File: src/design/q2e_pkg.sv
`default_nettype none
package q2e_pkg;

  localparam int unsigned Steps = 17;
  localparam int unsigned VecW = 36;
  localparam int unsigned AngW = 20;
  localparam int unsigned SqW = 57;
  localparam int unsigned RootW = 57;
  localparam int unsigned SqSteps = 29;

  localparam logic signed [AngW-1:0] PiQ16 = 20'sd205887;
  localparam logic signed [15:0] PiQ13 = 16'sd25736;
  localparam logic signed [15:0] HalfPiQ13 = 16'sd12868;

  typedef struct packed {
    logic signed [VecW-1:0] x;
    logic signed [VecW-1:0] y;
    logic signed [AngW-1:0] z;
    logic                   zero;
  } cord_t;

  typedef struct packed {
    logic [SqW-1:0]   rem;
    logic [RootW-1:0] root;
  } sqrt_t;

  typedef struct packed {
    logic signed [VecW-1:0] s;
    logic                   lock;
    logic                   neg;
  } pside_t;

  function automatic logic signed [AngW-1:0] atan_tab(input int unsigned i);
    logic signed [AngW-1:0] t;
    t = '0;
    unique case (i)
      0: t = 20'sd51472;
      1: t = 20'sd30386;
      2: t = 20'sd16055;
      3: t = 20'sd8150;
      4: t = 20'sd4091;
      5: t = 20'sd2047;
      6: t = 20'sd1024;
      7: t = 20'sd512;
      8: t = 20'sd256;
      9: t = 20'sd128;
      10: t = 20'sd64;
      11: t = 20'sd32;
      12: t = 20'sd16;
      13: t = 20'sd8;
      14: t = 20'sd4;
      15: t = 20'sd2;
      16: t = 20'sd1;
      default: t = '0;
    endcase
    return t;
  endfunction

endpackage
`default_nettype wire

File: src/design/q2e_cordic_cell.sv
`default_nettype none
module q2e_cordic_cell (
  input  wire logic           clk,
  input  wire logic           en,
  input  wire q2e_pkg::cord_t d_in,
  input  wire logic [4:0]     step,
  output q2e_pkg::cord_t      d_out_r
);

  q2e_pkg::cord_t d_nxt;

  always_comb begin
    d_nxt = d_in;
    if (d_in.y >= 0) begin
      d_nxt.x = d_in.x + (d_in.y >>> step);
      d_nxt.y = d_in.y - (d_in.x >>> step);
      d_nxt.z = d_in.z + q2e_pkg::atan_tab(32'(step));
    end else begin
      d_nxt.x = d_in.x - (d_in.y >>> step);
      d_nxt.y = d_in.y + (d_in.x >>> step);
      d_nxt.z = d_in.z - q2e_pkg::atan_tab(32'(step));
    end
  end

  always_ff @(posedge clk) begin
    if (en) begin
      d_out_r <= d_nxt;
    end
  end

endmodule
`default_nettype wire

File: config.mk
export PLATFORM = sky130hd
export DESIGN_NAME = q2e_cordic_cell
export DESIGN_NICKNAME = d
export VERILOG_FILES = /design/src/design/q2e_pkg.sv /design/src/design/q2e_cordic_cell.sv
export SDC_FILE = /design/constraint.sdc
export NUM_CORES = 1
export LEC_CHECK = 0
export ABC_AREA = 1
export BUFFER_PORTS_ARGS = -buffer_cell sky130_fd_sc_hd__buf_2
export CAP_MARGIN = 20
export CORE_MARGIN = 10
export CORE_UTILIZATION = 55
export CTS_CLUSTER_DIAMETER = 80
export DETAILED_ROUTE_END_ITERATION = 8
export GPL_ROUTABILITY_DRIVEN = 0
export PLACE_DENSITY = 0.82
export REMOVE_ABC_BUFFERS = 1
export SLEW_MARGIN = 10
export SYNTH_ARGS = -nofsm -noshare
export SYNTH_HDL_FRONTEND = slang
export SYNTH_SLANG_ARGS = --single-unit
File: constraint.sdc
create_clock -name clk -period 3.77 [get_ports clk]
set_input_delay 0.5655 -clock clk [delete_from_list [all_inputs] [get_ports clk]]
set_output_delay 0.5655 -clock clk [all_outputs]
set_load 0.02 [all_outputs]
==> results.yml, run 1 <==
run_status:
  status: "did not finish"
  haltStage: "global routing"
  error: "[ERROR GRT-0232] Routing congestion too high. Check the congestion heatmap in the GUI."
place:
  dpl.cell_count: 3361
  numPortBuffers: 192
  dpl.hpwl_mm: 47.5
  place_ws_ps: -1270
floorplanning:
  num_io_pins: 193
  die_y_um: 181
  die_w_um: 181
  start_util_pct: 56.1
  rows: 58
synthesis:
  ys_warn_count: 0
  syn_avg_cell_area_um2: 6.18
  ys_seq_elements: 93
  synth_top_cell_area_share_pct: 21.2
  yosys.cell_count.top_type: "nand2_1"
  async_reset_ff_share_pct: 0
  synth_cells: 2302
  synth_ff_type: "edfxtp_1"
  synthTopCellsByArea: "nand2_1 21%, edfxtp_1 20%, nand3_1 13%"
  synth_area_leader_cell: "nand2_1"
  syn_area_um2: 14200
  synth_edf_count: 93
  synth_common_cells: "802 x nand2_1, 381 x nand3_1, 160 x inv_1, 157 x nor2_1, 123 x a21oi_1"
  yosysSeqAreaShare_pct: 19.6
  ys_types: 49
clocking:
  cts_sinks: 93
  ctsHoldBuffers: 0
  cts_buffer_depth: 2
  cts.root.buffer_cell: "clkbuf_16"
  htree_levels: 3
  cts_buffers: 9
global_routing:
  overflow: 757
  grt_max_degree: 62
  grt.total_usage_pct: 86.6
-- routing by layer --
metal  global-route usage [%]  overflow
met5                     59.4         9
met4                     90.4       240
met3                     78.5        69
met2                     97.1       389
met1                     83.7        50
-- metrics by stage --
step	hold slack (ps)	util, %	area (um^2)
3_3_place_gp	744	78.7	19900
4_1_cts	367	87.1	22100
3_5_place_dp	747	78.7	19900
2_1_floorplan	664	-	13700
-- what timing repair did --
action                                  in CTS
endpoints found under the setup margin      61
resized for setup                          340
gates cloned                                 8
setup buffers                               43
pin swaps                                  109
-- cell families after synthesis --
logic type / synth area share, %
adder cells (fa/ha/maj): 9.22
AO/OA/AOI/OAI: 11.4
XOR/XNOR: 8.81
AND/OR/NAND/NOR: 42.8
buffers and inverters: 8.13
flip-flops: 19.6
==> inputs of run 2 (changes only) <==
CORE_UTILIZATION = 40   (was 55)
CTS_CLUSTER_DIAMETER = default   (was 80)
PLACE_DENSITY = default   (was 0.82)
PLACE_DENSITY_LB_ADDON = 0.15   (was default)
clock period = 4.9 ns   (was 3.77 ns; I/O delays follow)
==> results.yml, run 2 <==
floorplanning:
  rows: 68
  start_util_pct: 40.9
  die_y_um: 209
  coreArea_um2: 34800
  dieArea_um2: 43500
  num_io_pins: 193
  die_w_um: 209
layout:
  fillCellCount: 3668
  final_nets: 2718
  drive_gt1_share_pct: 14.6
  final_cell_mix: "801 x nand2_1, 381 x nand3_1, 191 x buf_2"
  largest-register: "d_out_r"
  largest_register_ffs: 93
  utilization_pct: 47.1
  top_regs: "d_out_r: 93 flops"
  mostFrequentLayoutCell: "nand2_1"
  synthToLayoutAreaGrowth_pct: 15.3
  stdcell_count: 2977
synthesis:
  async_reset_ff_share_pct: 0
  synth_cells: 2302
  synth_top_cell_area_share_pct: 21.2
  ys_seq_elements: 93
  ys_warn_count: 0
  syn_area_um2: 14200
  synth_common_cells: "802 x nand2_1, 381 x nand3_1, 160 x inv_1, 157 x nor2_1, 123 x a21oi_1"
  yosysSeqAreaShare_pct: 19.6
  synth_ff_type: "edfxtp_1"
  synthTopCellsByArea: "nand2_1 21%, edfxtp_1 20%, nand3_1 13%"
  yosys.cell_count.top_type: "nand2_1"
  synth_area_leader_cell: "nand2_1"
  syn_avg_cell_area_um2: 6.18
  synth_edf_count: 93
  ys_types: 49
sta:
  worst_slew_pin_slew_ps: 706
  fmax_mhz: 217
  hold_ws_ps: 531
  post-route-period-util_pct: 93.9
  max-slew-margin-rel_pct: 53.0
  finalMaxSlewViolations: 0
  finalSetupViolations: 0
  hold_viol: 0
  fin_crit_ps: 4600
  rsz0062_at_grt: "true"
global_routing:
  grt_pass1_vias: 15200
  grt_max_degree: 62
  overflow: 0
  grt_first_pass_wirelength_mm: 81.3
  grt.total_usage_pct: 22.8
  antenna_found_initial: 2
clocking:
  cts.root.buffer_cell: "clkbuf_16"
  cts_buffers: 9
  htree_levels: 3
  cts_setup_buffers: 0
  cts_tree: "done"
  cts_buffer_depth: 2
  cts_sinks: 93
  ctsHoldBuffers: 0
  clk_pin_slew_worst_paths_ps: 70
setup_path:
  path_buf_inv: 6
  path_max_fanout: 31
  critPathTopFamily: "simple AND/OR/NAND/NOR gates"
  crit_top_cell: "nand2_1"
  cp_slowest_cell: "ha_1"
  required_ps: 5040
  critical_path_class: "primary input to register"
  critPathLaunchType: "primary input"
  critical-path-max-stage-delay_ps: 340
  end_kind: "register"
  cp.arrival_ps: 4740
place:
  dpl.cell_count: 2959
  dpl.hpwl_mm: 43.2
  numPortBuffers: 192
routing:
  drtIter0Drc: 1841
  drtAntennaViolNets: 0
  routedWlPerCell_um: 17.3
  vias: 16200
  drt_wl_total_mm: 51.4
  vias_per_cell: 5.44
  drt_first_pass_iters: 6
  post-route-drc-count: 0
run_status:
  status: "completed"
job:
  drv_cap: 0
min_path:
  worst_hold_path_type: "primary input to register"
power_and_ir_drop:
  power_density_nw_per_um2: 290
  p_leak_uw: 0.00835
  max-vdd-ir-drop_uv: 189
[run 2: logic make-up after synthesis]
family          after synthesis  share of synthesized area [%]
compound gates              275                           11.4
xor+xnor                    143                           8.81
fa+ha+maj                   103                           9.22
buf+inv                     261                           8.13
flops                        93                           19.6
simple gates               1427                           42.8
[run 2: area by class of cell]
| cell class | instances | area, um^2 | area share (%) |
|---|---|---|---|
| inverters | 179 | 677 | 4.13 |
| diodes | 2 | 5.00 | 0.0305 |
| flip-flops and latches | 93 | 2790 | 17.0 |
| clock buffers | 10 | 229 | 1.40 |
| well taps | 455 | 569 | 3.47 |
| repair buffers | 284 | 1780 | 10.9 |
| clock inverters | 6 | 30.0 | 0.183 |
| multi-input cells | 1948 | 10300 | 62.9 |
[run 2: report_power, final]
group	internal, uW	total (uW)	switching, uW	leakage, uW
logic	1020	2860	1850	0.00731
registers	1190	1240	45.9	0.000910
clock network	337	647	310	0.000127
total	2550	4750	2200	0.00835
[run 2: what timing repair did]
action | 4_1_cts | 5_1_grt
hold endpoints to repair | 0 | 0
endpoints found under the setup margin | 0 | 7
gates resized for setup | 0 | 11
[run 2: routing by layer]
layer,up-vias,GRT usage (%),wire [um],part of all wire (%)
li1,8138,-,-,-
met1,7387,30.4,23200,45
met2,599,37.3,23500,46
met3,56,3.95,3720,7.2
met4,0,5.49,904,1.8
met5,-,0,0,0
[run 2: final timing paths]
kind	startpoint	endpoint	slack [ps]	cells after the start
max	step[1]	d_out_r[92]	300	28
min	d_in[0]	d_out_r[0]	530	1
[run 2: through the flow]
step	instance area, um^2	total power, uW	setup WS, ps	setup TNS (ps)
floorplan	13700	3130	18.7	0
detailed placement	16100	4090	-121	-229
global route	16400	5140	-50.0	-50.0
finish	16400	4750	300	0
global placement	16100	4080	-87.0	-163
CTS	16300	4770	268	0
Power figures use the tool's default switching activity.
==> inputs of run 3 (changes only) <==
SETUP_SLACK_MARGIN = 0.4   (was default)
==> results.yml, run 3 (synthesis results as in run 2) <==
sta:
  hold_viol: 0
  worst_slew_pin_slew_ps: 705
  max-slew-margin-rel_pct: 53.0
  finalSetupViolations: 0
  rsz0062_at_grt: "true"
  finalMaxSlewViolations: 0
  fmax_mhz: 227
  fin_crit_ps: 4400
  post-route-period-util_pct: 89.7
power_and_ir_drop:
  p_int_uw: 2610
  p_leak_uw: 0.00861
  p_clk_share_pct: 13.3
  swShare_pct: 46.7
  max-vdd-ir-drop_uv: 200
  comb_power_share_pct: 61.3
  power_density_nw_per_um2: 285
  p_total_uw: 4880
  seqPwrFrac_pct: 25.4
  switchingPower_uw: 2280
clocking:
  cts.root.buffer_cell: "clkbuf_16"
  cts_buffers: 9
  cts_buffer_depth: 2
  htree_levels: 3
  clk_pin_slew_worst_paths_ps: 70
  cts_tree: "done"
  cts_sinks: 93
routing:
  routedWlPerCell_um: 17.8
  drtAntennaViolNets: 0
  drt_first_pass_iters: 6
  drt_wl_total_mm: 53.3
  vias: 16500
  vias_per_cell: 5.50
  post-route-drc-count: 0
  drtIter0Drc: 1891
layout:
  largest-register: "d_out_r"
  utilization_pct: 49.3
  final_nets: 2734
  top_regs: "d_out_r: 93 flops"
  stdcell_count: 2992
  drive_gt1_share_pct: 19.7
  synthToLayoutAreaGrowth_pct: 20.7
  mostFrequentLayoutCell: "nand2_1"
  largest_register_ffs: 93
  fillCellCount: 3589
  final_cell_mix: "777 x nand2_1, 336 x nand3_1, 187 x buf_2"
global_routing:
  grt_max_degree: 62
  grt_first_pass_wirelength_mm: 81.3
  overflow: 0
  grt.total_usage_pct: 22.8
  grt_pass1_vias: 15200
  antenna_found_initial: 2
min_path:
  worst_hold_path_type: "primary input to register"
place:
  dpl.cell_count: 2959
  dpl.hpwl_mm: 43.2
  numPortBuffers: 192
setup_path:
  path_max_fanout: 13
  crit_start: "step[0]"
  cp.arrival_ps: 4540
  required_ps: 5040
  critical_path_class: "primary input to register"
  critical-path-max-stage-delay_ps: 310
  crit_end: "d_out_r[92]"
  critPathLaunchType: "primary input"
  end_kind: "register"
  cp_slowest_cell: "ha_1"
  crit_top_cell: "nand2_1"
floorplanning:
  start_util_pct: 40.9
  num_io_pins: 193
  die_y_um: 209
  rows: 68
  die_w_um: 209
  dieArea_um2: 43500
  coreArea_um2: 34800
job:
  drv_cap: 0
run_status:
  status: "completed"
[run 3: cell types whose count changed in the layout (fill, tap and decap cells not counted), sizes merged]
| cell | before | now |
|---|---|---|
| buf | 284 | 294 |
| clkbuf | 10 | 16 |
| clkinv | 7 | 8 |
| diode | 2 | 1 |
| inv | 177 | 176 |
[run 3: final cells by class]
class	instances	area, um^2	area share (%)
Multi-Input combinational cell	1948	10800	63.0
Sequential cell	93	2790	16.3
Tap cell	455	569	3.32
Timing Repair Buffer	300	2040	11.9
Clock buffer	10	229	1.33
Antenna cell	1	2.50	0.0146
Inverter	179	692	4.03
Clock inverter	6	30.0	0.175
[run 3: what timing repair did]
| action | in CTS | in global routing |
|---|---|---|
| pin swaps | 0 | 28 |
| setup endpoints to repair | 4 | 39 |
| resized for setup | 5 | 154 |
| buffers inserted | 0 | 11 |
| cloned | 0 | 5 |
| hold buffers | 0 | 0 |
[run 3: how the worst min path moves through the flow]
stage | startpoint | end | depth (start not counted)
2_1_floorplan | d_in[0] | d_out_r[0] | 0
3_3_place_gp | d_in[0] | d_out_r[0] | 1
6_report | d_in[0] | d_out_r[0] | 1
3_5_place_dp | d_in[0] | d_out_r[0] | 1
4_1_cts | d_in[0] | d_out_r[0] | 1
5_1_grt | d_in[0] | d_out_r[0] | 1
[run 3: critical path: cells and delay by family]
kind | cells | cell delay, ps
compound gates | 5 | 930
fa+ha+maj | 2 | 470
buf+inv | 6 | 690
simple gates | 17 | 1700
[run 3: through the flow]
step                      setup TNS [ps]  setup WS [ps]  hold WS [ps]  instance area [um^2]
after detailed placement            -229           -121           915                 16100
after global placement              -163          -87.0           913                 16100
after global routing                   0            307           533                 17200
after floorplan                        0           18.7           834                 13700
after CTS                              0            367           518                 16400
final                                  0            503           530                 17200
[run 3: routing by layer]
metal	wire length [um]	track usage (%)
met5	11	0
met4	967	5.49
met3	4140	3.95
met2	24500	37.4
met1	23800	30.4
[run 3: power by group through the flow]
stage | sequential (uW) | combinational (uW) | clock [uW]
6_report | 1240 | 2990 | 652
3_3_place_gp | 1260 | 2820 | 0
3_5_place_dp | 1260 | 2840 | 0
2_1_floorplan | 1560 | 1570 | 0
5_1_grt | 1260 | 3300 | 710
4_1_cts | 1240 | 2850 | 674
==> inputs of run 4 (changes only) <==
CTS_CLUSTER_SIZE = 25   (was default)
clock period = 5.65 ns   (was 4.9 ns; I/O delays follow)
==> results.yml, run 4 (synthesis results as in run 2) <==
run_status:
  status: "completed"
setup_path:
  required_ps: 5790
  end_kind: "register"
  cp.arrival_ps: 5070
  path_max_fanout: 24
  critPathLaunchType: "primary input"
  critical_path_class: "primary input to register"
clocking:
  cts_buffers: 9
  cts_setup_buffers: 0
  clk_pin_slew_worst_paths_ps: 70
  cts_resized: 0
  cts_buffer_depth: 2
  cts_tree: "done"
  cts.root.buffer_cell: "clkbuf_16"
  cts_sinks: 93
  ctsHoldBuffers: 0
  htree_levels: 3
global_routing:
  grt.total_usage_pct: 22.5
  antenna_found_initial: 2
  grt_first_pass_wirelength_mm: 79.5
  overflow: 0
  grt_max_degree: 65
  grt_pass1_vias: 14800
sta:
  finalSetupViolations: 0
  hold_ws_ps: 649
  fin_crit_ps: 4930
  finalMaxSlewViolations: 0
  tns_ps: 0
  rsz0062_at_grt: "true"
  post-route-period-util_pct: 87.3
  max-slew-margin-rel_pct: 51.0
  worst_slew_pin_slew_ps: 735
  hold_viol: 0
  fmax_mhz: 203
layout:
  final_cell_mix: "800 x nand2_1, 381 x nand3_1, 190 x buf_2"
  multiInputGateArea_um2: 10300
  fillCellCount: 3737
  top_regs: "d_out_r: 93 flops"
  final_nets: 2655
  mostFrequentLayoutCell: "nand2_1"
  largest_register_ffs: 93
  stdcell_count: 2911
  largest-register: "d_out_r"
  seq_area_um2: 2790
  final_area_um2: 15900
  drive_gt1_share_pct: 12.3
  synthToLayoutAreaGrowth_pct: 11.8
routing:
  drtAntennaViolNets: 0
  post-route-drc-count: 0
  drtIter0Drc: 1560
  routedWlPerCell_um: 17.6
  vias: 16100
  vias_per_cell: 5.52
  drt_wl_total_mm: 51.3
  drt_first_pass_iters: 6
floorplanning:
  die_w_um: 209
  dieArea_um2: 43500
  num_io_pins: 193
  die_y_um: 209
  start_util_pct: 40.9
  coreArea_um2: 34800
  rows: 68
power_and_ir_drop:
  max-vdd-ir-drop_uv: 160
  p_leak_uw: 0.00804
  power_density_nw_per_um2: 254
  p_total_uw: 4040
place:
  numPortBuffers: 192
  dpl.hpwl_mm: 43.0
  dpl.cell_count: 2895
  placed_area_um2: 15600
job:
  drv_cap: 0
min_path:
  worst_hold_path_type: "primary input to register"
==> run 4: power breakdown <==
| part | switching [uW] | internal [uW] |
|---|---|---|
| registers | 41.4 | 1040 |
| logic | 1580 | 791 |
| clock network | 260 | 333 |
| total | 1880 | 2160 |
==> run 4: layer usage <==
layer,routed length (um),vias up,GRT usage (%)
li1,-,7994,-
met1,22800,7319,29.9
met2,22800,672,35.3
met3,4000,76,4.39
met4,1640,2,8.36
met5,12,-,0
==> run 4: final cells by class <==
cell class | count | area share [%]
diodes | 1 | 0.0157
multi-input cells | 1948 | 64.8
inverters | 179 | 4.27
clock inverters | 4 | 0.260
repair buffers | 221 | 8.07
well taps | 455 | 3.58
clock buffers | 10 | 1.44
flip-flops and latches | 93 | 17.6
==> run 4: worst max-delay path, stage by stage <==
cell and delay (ps):
clkbuf_4 320, nor2_1 190, buf_4 190, o211ai_1 100, nand2_1 110, o21ai_1 260
nand3_1 130, inv_2 90, ha_1 160, nand2_1 100, nor2_2 160, nand2_1 100
o21ai_2 320, nand2_1 90, nand2_1 70, nand2_1 50, ha_1 360, nand2_1 90
nand2_1 80, a21oi_1 190, o221ai_1 140, a31oi_1 220, nand3_1 220, a21oi_1 250
inv_1 60, nand2_1 60, nand2_1 40
==> run 4: path summary, 6_finish.rpt <==
check / from / to / slack [ps] / depth (start not counted)
min: d_in[0] / d_out_r[0] / 650 / 1
max: step[2] / d_out_r[92] / 720 / 27
==> run 4: through the flow <==
step | util [%] | worst slack [ps]
3_5_place_dp | 44.7 | 61.6
4_1_cts | 45.5 | 438
2_1_floorplan | - | 656
6_report | 45.7 | 718
3_3_place_gp | 44.7 | 66.6
5_1_grt | 45.7 | 310
