`src/design/q2e_pkg.sv`:
```
`default_nettype none
package q2e_pkg;

  localparam int unsigned Steps = 17;
  localparam int unsigned VecW = 36;
  localparam int unsigned AngW = 20;
  localparam int unsigned SqW = 57;
  localparam int unsigned RootW = 57;
  localparam int unsigned SqSteps = 29;

  localparam logic signed [AngW-1:0] PiQ16 = 20'sd205887;
  localparam logic signed [15:0] PiQ13 = 16'sd25736;
  localparam logic signed [15:0] HalfPiQ13 = 16'sd12868;

  typedef struct packed {
    logic signed [VecW-1:0] x;
    logic signed [VecW-1:0] y;
    logic signed [AngW-1:0] z;
    logic                   zero;
  } cord_t;

  typedef struct packed {
    logic [SqW-1:0]   rem;
    logic [RootW-1:0] root;
  } sqrt_t;

  typedef struct packed {
    logic signed [VecW-1:0] s;
    logic                   lock;
    logic                   neg;
  } pside_t;

  function automatic logic signed [AngW-1:0] atan_tab(input int unsigned i);
    logic signed [AngW-1:0] t;
    t = '0;
    unique case (i)
      0: t = 20'sd51472;
      1: t = 20'sd30386;
      2: t = 20'sd16055;
      3: t = 20'sd8150;
      4: t = 20'sd4091;
      5: t = 20'sd2047;
      6: t = 20'sd1024;
      7: t = 20'sd512;
      8: t = 20'sd256;
      9: t = 20'sd128;
      10: t = 20'sd64;
      11: t = 20'sd32;
      12: t = 20'sd16;
      13: t = 20'sd8;
      14: t = 20'sd4;
      15: t = 20'sd2;
      16: t = 20'sd1;
      default: t = '0;
    endcase
    return t;
  endfunction

endpackage
`default_nettype wire

```
`src/design/q2e_sqrt_cell.sv`:
```
`default_nettype none
module q2e_sqrt_cell (
  input  wire logic           clk,
  input  wire logic           en,
  input  wire q2e_pkg::sqrt_t d_in,
  input  wire logic [4:0]     step,
  output q2e_pkg::sqrt_t      d_out_r
);

  // one result bit per cell, msb first
  q2e_pkg::sqrt_t d_nxt;
  logic [q2e_pkg::SqW-1:0] trial;
  logic [q2e_pkg::SqW-1:0] bitv;

  always_comb begin
    bitv = q2e_pkg::SqW'(1) << (6'(2) * 6'(step));
    trial = q2e_pkg::SqW'(d_in.root) + bitv;
    d_nxt = d_in;
    if (d_in.rem >= trial) begin
      d_nxt.rem = d_in.rem - trial;
      d_nxt.root = q2e_pkg::RootW'((q2e_pkg::SqW'(d_in.root) >> 1) + bitv);
    end else begin
      d_nxt.root = d_in.root >> 1;
    end
  end

  always_ff @(posedge clk) begin
    if (en) begin
      d_out_r <= d_nxt;
    end
  end

endmodule
`default_nettype wire
```
`config.mk`:
```
export PLATFORM = sky130hd
export DESIGN_NAME = q2e_sqrt_cell
export DESIGN_NICKNAME = d
export VERILOG_FILES = /design/src/design/q2e_pkg.sv /design/src/design/q2e_sqrt_cell.sv
export SDC_FILE = /design/constraint.sdc
export NUM_CORES = 1
export LEC_CHECK = 0
export BUFFER_PORTS_ARGS = -buffer_cell sky130_fd_sc_hd__clkbuf_2
export CORE_MARGIN = 5
export CORE_UTILIZATION = 52
export DETAILED_ROUTE_END_ITERATION = 10
export HOLD_SLACK_MARGIN = 0.15
export PLACE_DENSITY = 0.9
export REMOVE_ABC_BUFFERS = 1
export SLEW_MARGIN = 30
export SYNTH_ARGS = -nofsm -noshare
export SYNTH_HDL_FRONTEND = slang
export SYNTH_SLANG_ARGS = --single-unit
```
`constraint.sdc`:
```
create_clock -name clk -period 7.1 [get_ports clk]
set_input_delay 1.065 -clock clk [delete_from_list [all_inputs] [get_ports clk]]
set_output_delay 1.065 -clock clk [all_outputs]
set_load 0.03 [all_outputs]
```
==> Flow_metrics.wiki, run 1 <==
{| class="wikitable"
! Metric !! Value
|-
| Status || finished clean
|-
| Cell family contributing the most delay on the critical path || compound AO/OA/AOI/OAI gates
|-
| Post-Syn Area per Cell || 8.33 µm²
|-
| Min-delay src || d_in[61]
|-
| Via density || 6.08
|-
| Die outline area || 26,700 µm²
|-
| Clock tree root buffer cell || clkbuf_16
|-
| FF/Latch Area || 3420 µm²
|-
| TritonCTS clock tree || yes
|-
| Largest net degree at the start of global routing || 64
|-
| Critical path peak fanout || 45
|-
| Least-Margin Pin Slew || 887 ps
|-
| Final-layout fill cell count || 2,002
|-
| Number of cells on the worst hold path || 3
|-
| Post-CTS repair timing setup buffer count || 0
|-
| Total number of vias || 12,500
|-
| DR iter-0 viols || 1,224
|-
| Number of flip-flops under the largest register name || 114
|-
| Buffer depth of the longest clock path || 2
|-
| Fmax || 0.149 GHz
|-
| Area of the placeable core || 23,300 µm²
|-
| Count of buffers inserted at the top-level ports || 234
|-
| CTS H-tree lvls || 4
|-
| Placement row count || 56
|-
| Data required time at the worst endpoint || 7360 ps
|-
| Most used DFF post-synth || edfxtp_1
|-
| Element type at the critical path start || input pin
|-
| Antenna violations before repair || 3
|-
| Sum of net half-perimeters after detailed placement || 31.8 mm
|-
| Multi-input gate area in the final layout || 8470 µm²
|-
| Placer Congestion || 0.975
|-
| RSZ-0062 raised after global routing || false
|-
| Number of buffers added by the clock tree synthesis step || 17
|-
| Total Routing Usage GR || 29.1%
|-
| Launching instance or port of the critical path || step[0]
|-
| Core utilization of the finished layout || 62.8%
|-
| Post-route standard cell area excluding fillers || 14,600 µm²
|-
| Hold-fix buffer count after cts || 0
|-
| Initial DRT Pass Iterations || 6
|-
| Total stage count of the critical path || 26
|-
| Signed area change from the synthesized netlist to the final layout || 19.6%
|-
| Proportion of synthesized chip area in sequential cells || 27.9%
|-
| Filler-free cell count of the finished design || 2,060
|-
| Top post-synthesis cells by area || edfxtp_1 28%, ha_1 12%, nand2_1 6.4%, o21ai_0 6.1%, xor2_1 6.0%
|-
| Routed wire per std cell || 19.3 µm
|-
| Leakage power of the design || 6.22 nW
|-
| Time the final worst path needs with I/O delays and setup || 6730 ps
|-
| Crit. End Element || register
|-
| WP buf/inv || 4
|-
| Clock sink count || 114
|-
| Register name with the most flops || d_out_r
|-
| Wire length of the first global-routing pass || 61.9 mm
|-
| Number of standard cells after synthesis || 1,470
|-
| Die boundary width || 163 µm
|-
| Number of storage elements in the synthesis netlist || 114
|-
| Synthesized cell area || 12,200 µm²
|-
| Share of Yosys cell area claimed by the top area cell type || 27.9%
|-
| Leading area contributor after synthesis || edfxtp_1
|-
| GRT overflow || 0
|-
| Ratio of final minimum period to clock period || 94.7%
|-
| Ports || 235
|-
| Tightest slew margin relative to the limit || 40.1%
|-
| Number of setup violations in the final report || 0
|-
| Fraction of layout instances using a drive strength above 1 || 21.7%
|-
| Crit path arrival time || 6980 ps
|-
| Total power per unit cell area || 194 nW/µm²
|-
| Post-placement cell area || 14,000 µm²
|-
| Post-synth EDFFs || 114
|-
| Vias in the first global route || 11,800
|-
| Total DRC errors in the routed layout || 0
|-
| Worst min-delay path class || in2reg
|-
| Worst Hold End || d_out_r[61]$_DFFE_PP_
|-
| Clock slew at reported path FFs || 60 ps
|-
| Die span in y || 163 µm
|-
| Starting density of the core || 52.5%
|-
| Registers with the highest flip-flop counts || d_out_r x114
|-
| Number of distinct standard cells referenced by the synthesized netlist || 80
|-
| Category of the critical setup timing path || in2reg
|-
| Final WL || 39.7 mm
|-
| Async set or reset register ratio after synthesis || 0%
|-
| Number of nets with antenna violations after routing || 0
|-
| Final Max Slew Viols || 0
|-
| Delay of the slowest cell on the worst path || 480 ps
|-
| Worst VDD drop || 0.145 mV
|-
| Count of warnings emitted by yosys || 0
|-
| Max-cap viol count || 0
|-
| Final Net Count || 1,960
|-
| Hold violation total from the final report || 0
|-
| Cell count after placement || 2,025
|-
| Slowest-stage cell, CP || or3b_1
|}
## how the worst max path moves through the flow
stage	end	slack [ps]
after detailed placement	d_out_r[111]$_DFFE_PP_	30
after global placement	d_out_r[111]$_DFFE_PP_	180
after global routing	d_out_r[111]$_DFFE_PP_	90
after floorplan	d_out_r[58]$_DFFE_PP_	-2050
final	d_out_r[111]$_DFFE_PP_	370
after CTS	d_out_r[111]$_DFFE_PP_	470
## what timing repair did
action	CTS	global route
endpoints found under the hold margin	0	0
gates resized for setup	0	2
setup endpoints to repair	0	2
## through the flow
step | TNS (ps) | hold WS [ps] | setup slack (ps) | power, mW
CTS | 0 | 930 | 474 | 2.82
finish | 0 | 934 | 375 | 2.84
floorplan | -176950 | 1180 | -2050 | 1.58
global placement | 0 | 1370 | 183 | 1.93
global route | 0 | 950 | 85.3 | 2.96
detailed placement | 0 | 1370 | 27.8 | 1.94
## where the power goes
part	leakage, nW	switching (mW)	internal [mW]
combinational	4.84	0.701	0.371
sequential	1.11	0.0260	0.856
clock	0.269	0.361	0.520
## cell families after synthesis
kind of cell | count (synthesis) | share of synthesized area [%]
simple gates | 506 | 19.2
compound gates | 475 | 24.9
xor+xnor | 161 | 12.0
fa+ha+maj | 114 | 11.7
flops | 114 | 27.9
buf+inv | 86 | 3.00
mux | 14 | 1.26
## cells in the final DEF (no fill, tap or decap), types with 15 or more instances in the layout
cell type and count:
xnor2_1 69, o21ai_0 150, clkbuf_2 233, nand3_1 29, buf_4 48, a21oi_1 87
ha_1 113, o21bai_1 25, inv_1 36, nor2_1 121, edfxtp_1 114, nand4_1 30
clkbuf_16 17, nand2_1 210, a21o_1 40, xor2_1 84, nor3_1 15, a31oi_1 45
a31o_2 19, nor2b_1 17
## cell type report
cell class	instances	share of cell area, %
Inverter	36	0.923
Antenna cell	3	0.0513
Clock inverter	14	1.08
Clock buffer	18	2.93
Timing Repair Buffer	286	11.1
Multi-Input combinational cell	1270	57.8
Sequential cell	114	23.4
Tap cell	319	2.73
## layer usage
metal  wire length, µm  up-vias  global-route usage [%]  part of all wire, %
met5                 0        -                       0                    0
li1                  -     5964                       -                    -
met4              1530        0                    12.6                  3.9
met1             17100     5768                    40.3                   43
met3              3920      103                    5.63                  9.9
met2             17100      687                    44.5                   43
## synth_stat cells (25+ instances only)
cell type / instances
ha_1: 113
o21bai_1: 25
clkbuf_1: 41
a21oi_1: 88
edfxtp_1: 114
nor2_1: 121
a31oi_1: 45
xor2_1: 84
nand3_1: 29
nand4_1: 30
xnor2_1: 69
nand2_1: 210
inv_1: 36
a21o_1: 40
o21ai_0: 150
No activity file was read; power rests on OpenSTA's default activity.
==> run 2: changes to the inputs <==
--- a/config.mk
+++ b/config.mk
@@ -8,10 +8,10 @@
 export BUFFER_PORTS_ARGS = -buffer_cell sky130_fd_sc_hd__clkbuf_2
 export CORE_MARGIN = 5
 export CORE_UTILIZATION = 52
+export CTS_CLUSTER_SIZE = 28
 export DETAILED_ROUTE_END_ITERATION = 10
 export HOLD_SLACK_MARGIN = 0.15
 export PLACE_DENSITY = 0.9
-export REMOVE_ABC_BUFFERS = 1
 export SLEW_MARGIN = 30
 export SYNTH_ARGS = -nofsm -noshare
 export SYNTH_HDL_FRONTEND = slang
==> run 2 against run 1 <==
Sequential share of layout area hardly changed. Critical endpoint is now d_out_r[17]$_DFFE_PP_. Core utilization is 0.070 points lower. Sequential cell count stayed put. Via count is 1.5% higher. Highest routed layer unchanged. Non-clock buffer count is 2 lower. First-iteration DRC count is 8.4% higher. Critical path depth is 2 higher. Hold slack hardly changed. Routed wire length is 0.60% higher.
==> Flow_metrics.wiki, run 2 (same netlist as run 1, synthesis figures left out) <==
{| class="wikitable"
! Metric !! Value
|-
| Tightest slew margin relative to the limit || 45.8% (+5.7 points)
|-
| Die span in y || 163 µm (unchanged)
|-
| Post-cts resize count || 0 (unchanged)
|-
| # diodes || 0 (-3)
|-
| Max-cap viol count || 0 (unchanged)
|-
| Post-CTS repair timing setup buffer count || 0 (unchanged)
|-
| Ratio of final minimum period to clock period || 95.1% (+0.34 points)
|-
| Number of flip-flops under the largest register name || 114 (unchanged)
|-
| Final Net Count || 1,958 (-0.10%)
|-
| Setup TNS || 0 ps (unchanged)
|-
| Registers with the highest flip-flop counts || d_out_r x114
|-
| Worst min-delay path class || in2reg
|-
| Die boundary width || 163 µm (unchanged)
|-
| Number of buffers added by the clock tree synthesis step || 17 (unchanged)
|-
| Category of the critical setup timing path || in2reg
|-
| Via density || 6.19 (+1.8%)
|-
| Status || finished clean
|-
| Slowest-stage cell, CP || o41a_2
|-
| Time the final worst path needs with I/O delays and setup || 6750 ps (+24.4 ps)
|-
| Total Routing Usage GR || 29.1% (-0.067 points)
|-
| Total number of vias || 12,700 (+1.5%)
|-
| Placement row count || 56 (unchanged)
|-
| Leading cell type in the layout, fill and taps excluded || clkbuf_2
|-
| Number of nets with antenna violations after routing || 0 (unchanged)
|-
| Starting density of the core || 52.5% (unchanged)
|-
| Vias in the first global route || 11,900 (+0.37%)
|-
| Final-layout fill cell count || 1,969 (-1.6%)
|-
| Fmax || 0.148 GHz (-0.36%)
|-
| Crit. End Element || register
|-
| Commonest cells after routing, fill and taps aside || 233 x clkbuf_2, 210 x nand2_1, 150 x o21ai_0
|-
| Buffer depth of the longest clock path || 2 (unchanged)
|-
| Placer Congestion || 1.01 (+3.2%)
|-
| Antenna violations before repair || 0 (-3)
|-
| Hold violation total from the final report || 0 (unchanged)
|-
| Count of buffers inserted at the top-level ports || 234 (unchanged)
|-
| Area of the placeable core || 23,300 µm² (unchanged)
|-
| Wire length of the first global-routing pass || 61.9 mm (+0.10%)
|-
| Routed wire per std cell || 19.4 µm (+0.89%)
|-
| Register name with the most flops || d_out_r
|-
| Total DRC errors in the routed layout || 0 (unchanged)
|-
| Post-Place Worst Slack || -23.4 ps (-51.2 ps)
|-
| GRT overflow || 0 (unchanged)
|-
| Element type at the critical path start || input pin
|-
| Worst VDD drop || 0.141 mV (-3.1%)
|-
| Hold-fix buffer count after cts || 0 (unchanged)
|-
| PnR worst setup slack || 350 ps (-24.4 ps)
|-
| FF/Latch Area || 3420 µm² (unchanged)
|-
| Sum of net half-perimeters after detailed placement || 32.0 mm (+0.47%)
|-
| Clock tree root buffer cell || clkbuf_16
|-
| Ports || 235 (unchanged)
|-
| Net count after synthesis || 1,705
|-
| Cell occurring most often along the worst timing path || nor2_1
|-
| Number of setup violations in the final report || 0 (unchanged)
|-
| Clock sink count || 114 (unchanged)
|-
| Total power per unit cell area || 197 nW/µm² (+1.7%)
|-
| Multi-input gate area in the final layout || 8460 µm² (-0.10%)
|-
| DR iter-0 viols || 1,327 (+8.4%)
|-
| Signed area change from the synthesized netlist to the final layout || 19.5%
|-
| Fraction of layout instances using a drive strength above 1 || 21.5% (-0.25 points)
|-
| TritonCTS clock tree || yes
|-
| Largest net degree at the start of global routing || 61 (-4.7%)
|-
| Least-Margin Pin Slew || 803 ps (-84.1 ps)
|-
| RSZ-0062 raised after global routing || false
|-
| Final Max Slew Viols || 0 (unchanged)
|-
| Delay of the slowest cell on the worst path || 570 ps (+90 ps)
|-
| CTS H-tree lvls || 4 (unchanged)
|-
| Data required time at the worst endpoint || 7280 ps (-80 ps)
|-
| Clock slew at reported path FFs || 60 ps (about the same)
|-
| Crit path arrival time || 6930 ps (-50 ps)
|-
| Critical path peak fanout || 26 (-42%)
|-
| Initial DRT Pass Iterations || 8 (+2)
|-
| Leakage power of the design || 6.22 nW (-0.12%)
|-
| Die outline area || 26,700 µm² (unchanged)
|-
| Final WL || 39.9 mm (+0.60%)
|}
## run 2: final timing paths
check | endpoint | slack, ps | cells past startpoint | startpoint
max | d_out_r[17]$_DFFE_PP_ | 350 | 28 | step[4]
min | d_out_r[63]$_DFFE_PP_ | 930 | 3 | d_in[63]
## run 2: worst max-delay path, delay by kind of cell
kind                     cells  cell delay (ps)
AND/OR/NAND/NOR              8             1180
adder cells (fa/ha/maj)      3              810
AO/OA/AOI/OAI               12             3100
buffers and inverters        3              520
XOR/XNOR                     2              190
## run 2: per-layer routing
| metal | part of all wire [%] | GRT usage [%] | routed length, µm |
|---|---|---|---|
| met1 | 43 | 41.3 | 17200 |
| met2 | 43 | 44.4 | 17300 |
| met3 | 9.9 | 4.16 | 3960 |
| met4 | 3.7 | 12.2 | 1490 |
| met5 | 0 | 0 | 0 |
## run 2: final cells by class
cell class                 count  share of cell area [%]
inverter                      36                   0.924
tap                          319                    2.73
multi-input combinational   1270                    57.8
timing repair buffer         284                    10.9
clock buffer                  17                    2.91
clock inverter                14                    1.30
sequential                   114                    23.4
## run 2: power breakdown
part	internal, mW	leakage, nW	total [mW]	switching, mW
clock network	0.582	0.277	0.925	0.343
logic	0.369	4.83	1.07	0.701
registers	0.857	1.11	0.884	0.0273
## run 2: through the flow
stage          power (mW)  cell area, µm²  cells  utilization [%]  hold WS (ps)
6_report             2.88           14600   2054             62.7           935
2_1_floorplan        1.60           12200   1470                -          1180
3_3_place_gp         1.92           14000   2023             60.1          1370
5_1_grt              3.01           14600   2054             62.7           943
4_1_cts              2.87           14600   2054             62.7           926
3_5_place_dp         1.94           14000   2023             60.1          1370
==> run 3: changes to the inputs <==
--- a/config.mk
+++ b/config.mk
@@ -7,11 +7,11 @@
 export LEC_CHECK = 0
 export BUFFER_PORTS_ARGS = -buffer_cell sky130_fd_sc_hd__clkbuf_2
 export CORE_MARGIN = 5
-export CORE_UTILIZATION = 52
+export CORE_UTILIZATION = 58
 export CTS_CLUSTER_SIZE = 28
 export DETAILED_ROUTE_END_ITERATION = 10
 export HOLD_SLACK_MARGIN = 0.15
-export PLACE_DENSITY = 0.9
+export PLACE_DENSITY = 0.94
 export SLEW_MARGIN = 30
 export SYNTH_ARGS = -nofsm -noshare
 export SYNTH_HDL_FRONTEND = slang
==> constraint.sdc (replaced) <==
create_clock -name clk -period 6.8 [get_ports clk]
set_input_delay 1.02 -clock clk [delete_from_list [all_inputs] [get_ports clk]]
set_output_delay 1.02 -clock clk [all_outputs]
set_load 0.03 [all_outputs]
==> run 3 against run 2 <==
Clock-buffer cell count unchanged. Critical path depth decreased by 1. Routed wire length grew 0.39%. Setup slack worse by 110 ps. Global-route usage grew 2.8 points. Cell area increased by 1.2%. Combinational power rose by 7%. Largest cell class unchanged. Highest routed layer unchanged.
==> Flow_metrics.wiki, run 3 (same netlist as run 1, synthesis figures left out) <==
{| class="wikitable"
! Metric !! Value
|-
| Hold violation total from the final report || 0 (unchanged)
|-
| Placement row count || 53 (-5.4%)
|-
| Category of the critical setup timing path || in2reg
|-
| Final WL || 40.1 mm (+0.39%)
|-
| TritonCTS clock tree || yes
|-
| Post-cts resize count || 0 (unchanged)
|-
| Delay of the slowest cell on the worst path || 490 ps (-80 ps)
|-
| Fraction of layout instances using a drive strength above 1 || 23.1% (+1.6 points)
|-
| Status || finished clean
|-
| Leakage power of the design || 6.39 nW (+2.8%)
|-
| Largest net degree at the start of global routing || 65 (+6.6%)
|-
| Number of buffers added by the clock tree synthesis step || 17 (unchanged)
|-
| Vias in the first global route || 11,900 (+0.084%)
|-
| Registers with the highest flip-flop counts || d_out_r x114
|-
| Signed area change from the synthesized netlist to the final layout || 20.9%
|-
| Element type at the critical path start || input pin
|-
| Routed wire per std cell || 19.6 µm (+0.73%)
|-
| Starting density of the core || 58.6% (+6.1 points)
|-
| Slowest-stage cell, CP || or3_1
|-
| Register name with the most flops || d_out_r
|-
| Total number of vias || 13,000 (+2.6%)
|-
| Buffer depth of the longest clock path || 2 (unchanged)
|-
| Area of the placeable core || 20,900 µm² (-10%)
|-
| Max-cap viol count || 0 (unchanged)
|-
| Die boundary width || 155 µm (-5.0%)
|-
| Setup TNS || 0 ps (unchanged)
|-
| Number of nets with antenna violations after routing || 0 (unchanged)
|-
| Via density || 6.37 (+3.0%)
|-
| Antenna violations before repair || 1 (+1)
|-
| Total DRC errors in the routed layout || 0 (unchanged)
|-
| Final Net Count || 1,995 (+1.9%)
|-
| Met3 Use GR || 5.87% (+1.7 points)
|-
| Clock slew at reported path FFs || 70 ps (about the same)
|-
| RSZ-0062 raised after global routing || false
|-
| Worst min-delay path class || in2reg
|-
| Worst Hold Margin || 886 ps (-48.9 ps)
|-
| CTS H-tree lvls || 4 (unchanged)
|-
| Post-Place Worst Slack || -101 ps (-77.5 ps)
|-
| Post-CTS repair timing setup buffer count || 0 (unchanged)
|-
| Leading cell type in the layout, fill and taps excluded || clkbuf_2
|-
| Sum of net half-perimeters after detailed placement || 31.5 mm (-1.5%)
|-
| Placer Congestion || 0.993 (-1.3%)
|-
| Least-Margin Pin Slew || 796 ps (-6.87 ps)
|-
| Clock sink count || 114 (unchanged)
|-
| Number of flip-flops under the largest register name || 114 (unchanged)
|-
| Hold-fix buffer count after cts || 0 (unchanged)
|-
| Fraction of met1 tracks used by global routing || 46.0% (+4.8 points)
|-
| Critical path peak fanout || 5 (-81%)
|-
| Cell count after placement || 2,016 (-0.35%)
|-
| Count of buffers inserted at the top-level ports || 234 (unchanged)
|-
| Wire length of the first global-routing pass || 62.2 mm (+0.43%)
|-
| Net count after synthesis || 1,705 (unchanged)
|-
| Ports || 235 (unchanged)
|-
| Initial DRT Pass Iterations || 9 (+1)
|-
| Data required time at the worst endpoint || 6970 ps (-310 ps)
|-
| Die outline area || 24,100 µm² (-9.7%)
|-
| Tightest slew margin relative to the limit || 46.9% (+1.1 points)
|-
| PnR worst setup slack || 236 ps (-115 ps)
|-
| Fmax || 0.152 GHz
|-
| Total Routing Usage GR || 31.9% (+2.8 points)
|-
| Ratio of final minimum period to clock period || 96.5%
|-
| GRT overflow || 0 (unchanged)
|-
| Clock tree root buffer cell || clkbuf_16
|-
| Filler-free cell count of the finished design || 2,047 (-0.34%)
|-
| Worst VDD drop || 0.175 mV (+24%)
|-
| Number of setup violations in the final report || 0 (unchanged)
|-
| Global routing's busiest layer || met2
|-
| Crit. End Element || register
|-
| Die span in y || 155 µm (-5.0%)
|-
| Crit path arrival time || 6740 ps (-190 ps)
|-
| Total power per unit cell area || 199 nW/µm² (+0.98%)
|-
| Overall power of the completed layout || 2.94 mW (+2.2%)
|-
| DR iter-0 viols || 1,627 (+23%)
|-
| Time the final worst path needs with I/O delays and setup || 6560 ps
|-
| Final Max Slew Viols || 0 (unchanged)
|-
| Met2 track utilization from global routing || 48.8% (+4.4 points)
|-
| Commonest cells after routing, fill and taps aside || 233 x clkbuf_2, 210 x nand2_1, 150 x o21ai_0
|}
[run 3: layout make-up]
| cell class | count | area (µm²) |
|---|---|---|
| multi-input combinational | 1270 | 8480 |
| clock inverter | 13 | 121 |
| fill | 1605 | 6080 |
| timing repair buffer | 321 | 1880 |
| clock buffer | 17 | 425 |
| tap | 275 | 344 |
| antenna | 1 | 2.50 |
| sequential | 114 | 3420 |
| inverter | 36 | 135 |
[run 3: power breakdown]
group,total [mW],switching [mW],internal (mW)
logic,1.15,0.743,0.402
clock network,0.875,0.348,0.527
registers,0.921,0.0269,0.895
total,2.94,1.12,1.82
[run 3: per-layer routing]
layer | up-vias | part of all wire (%)
met4 | 0 | 3.2
met1 | 5889 | 41
li1 | 6053 | -
met2 | 968 | 43
met3 | 135 | 13
met5 | - | 0
[run 3: path summary, 6_finish.rpt]
kind,slack (ps),endpoint,startpoint,cells after the start
max,240,d_out_r[103]$_DFFE_PP_,step[0],27
min,890,d_out_r[62]$_DFFE_PP_,d_in[62],3
[run 3: metrics by stage]
step	area [µm²]	util, %
after global routing	14800	70.9
after detailed placement	14200	68.2
after CTS	14800	70.8
final	14800	70.9
after floorplan	12200	-
after global placement	14200	68.2
[run 3: worst max-delay path, delay by kind of cell]
kind / cells / cell delay (ps)
adder cells (fa/ha/maj): 3 / 780
XOR/XNOR: 1 / 170
multiplexers: 1 / 360
AND/OR/NAND/NOR: 7 / 1420
AO/OA/AOI/OAI: 12 / 2500
buffers and inverters: 3 / 490
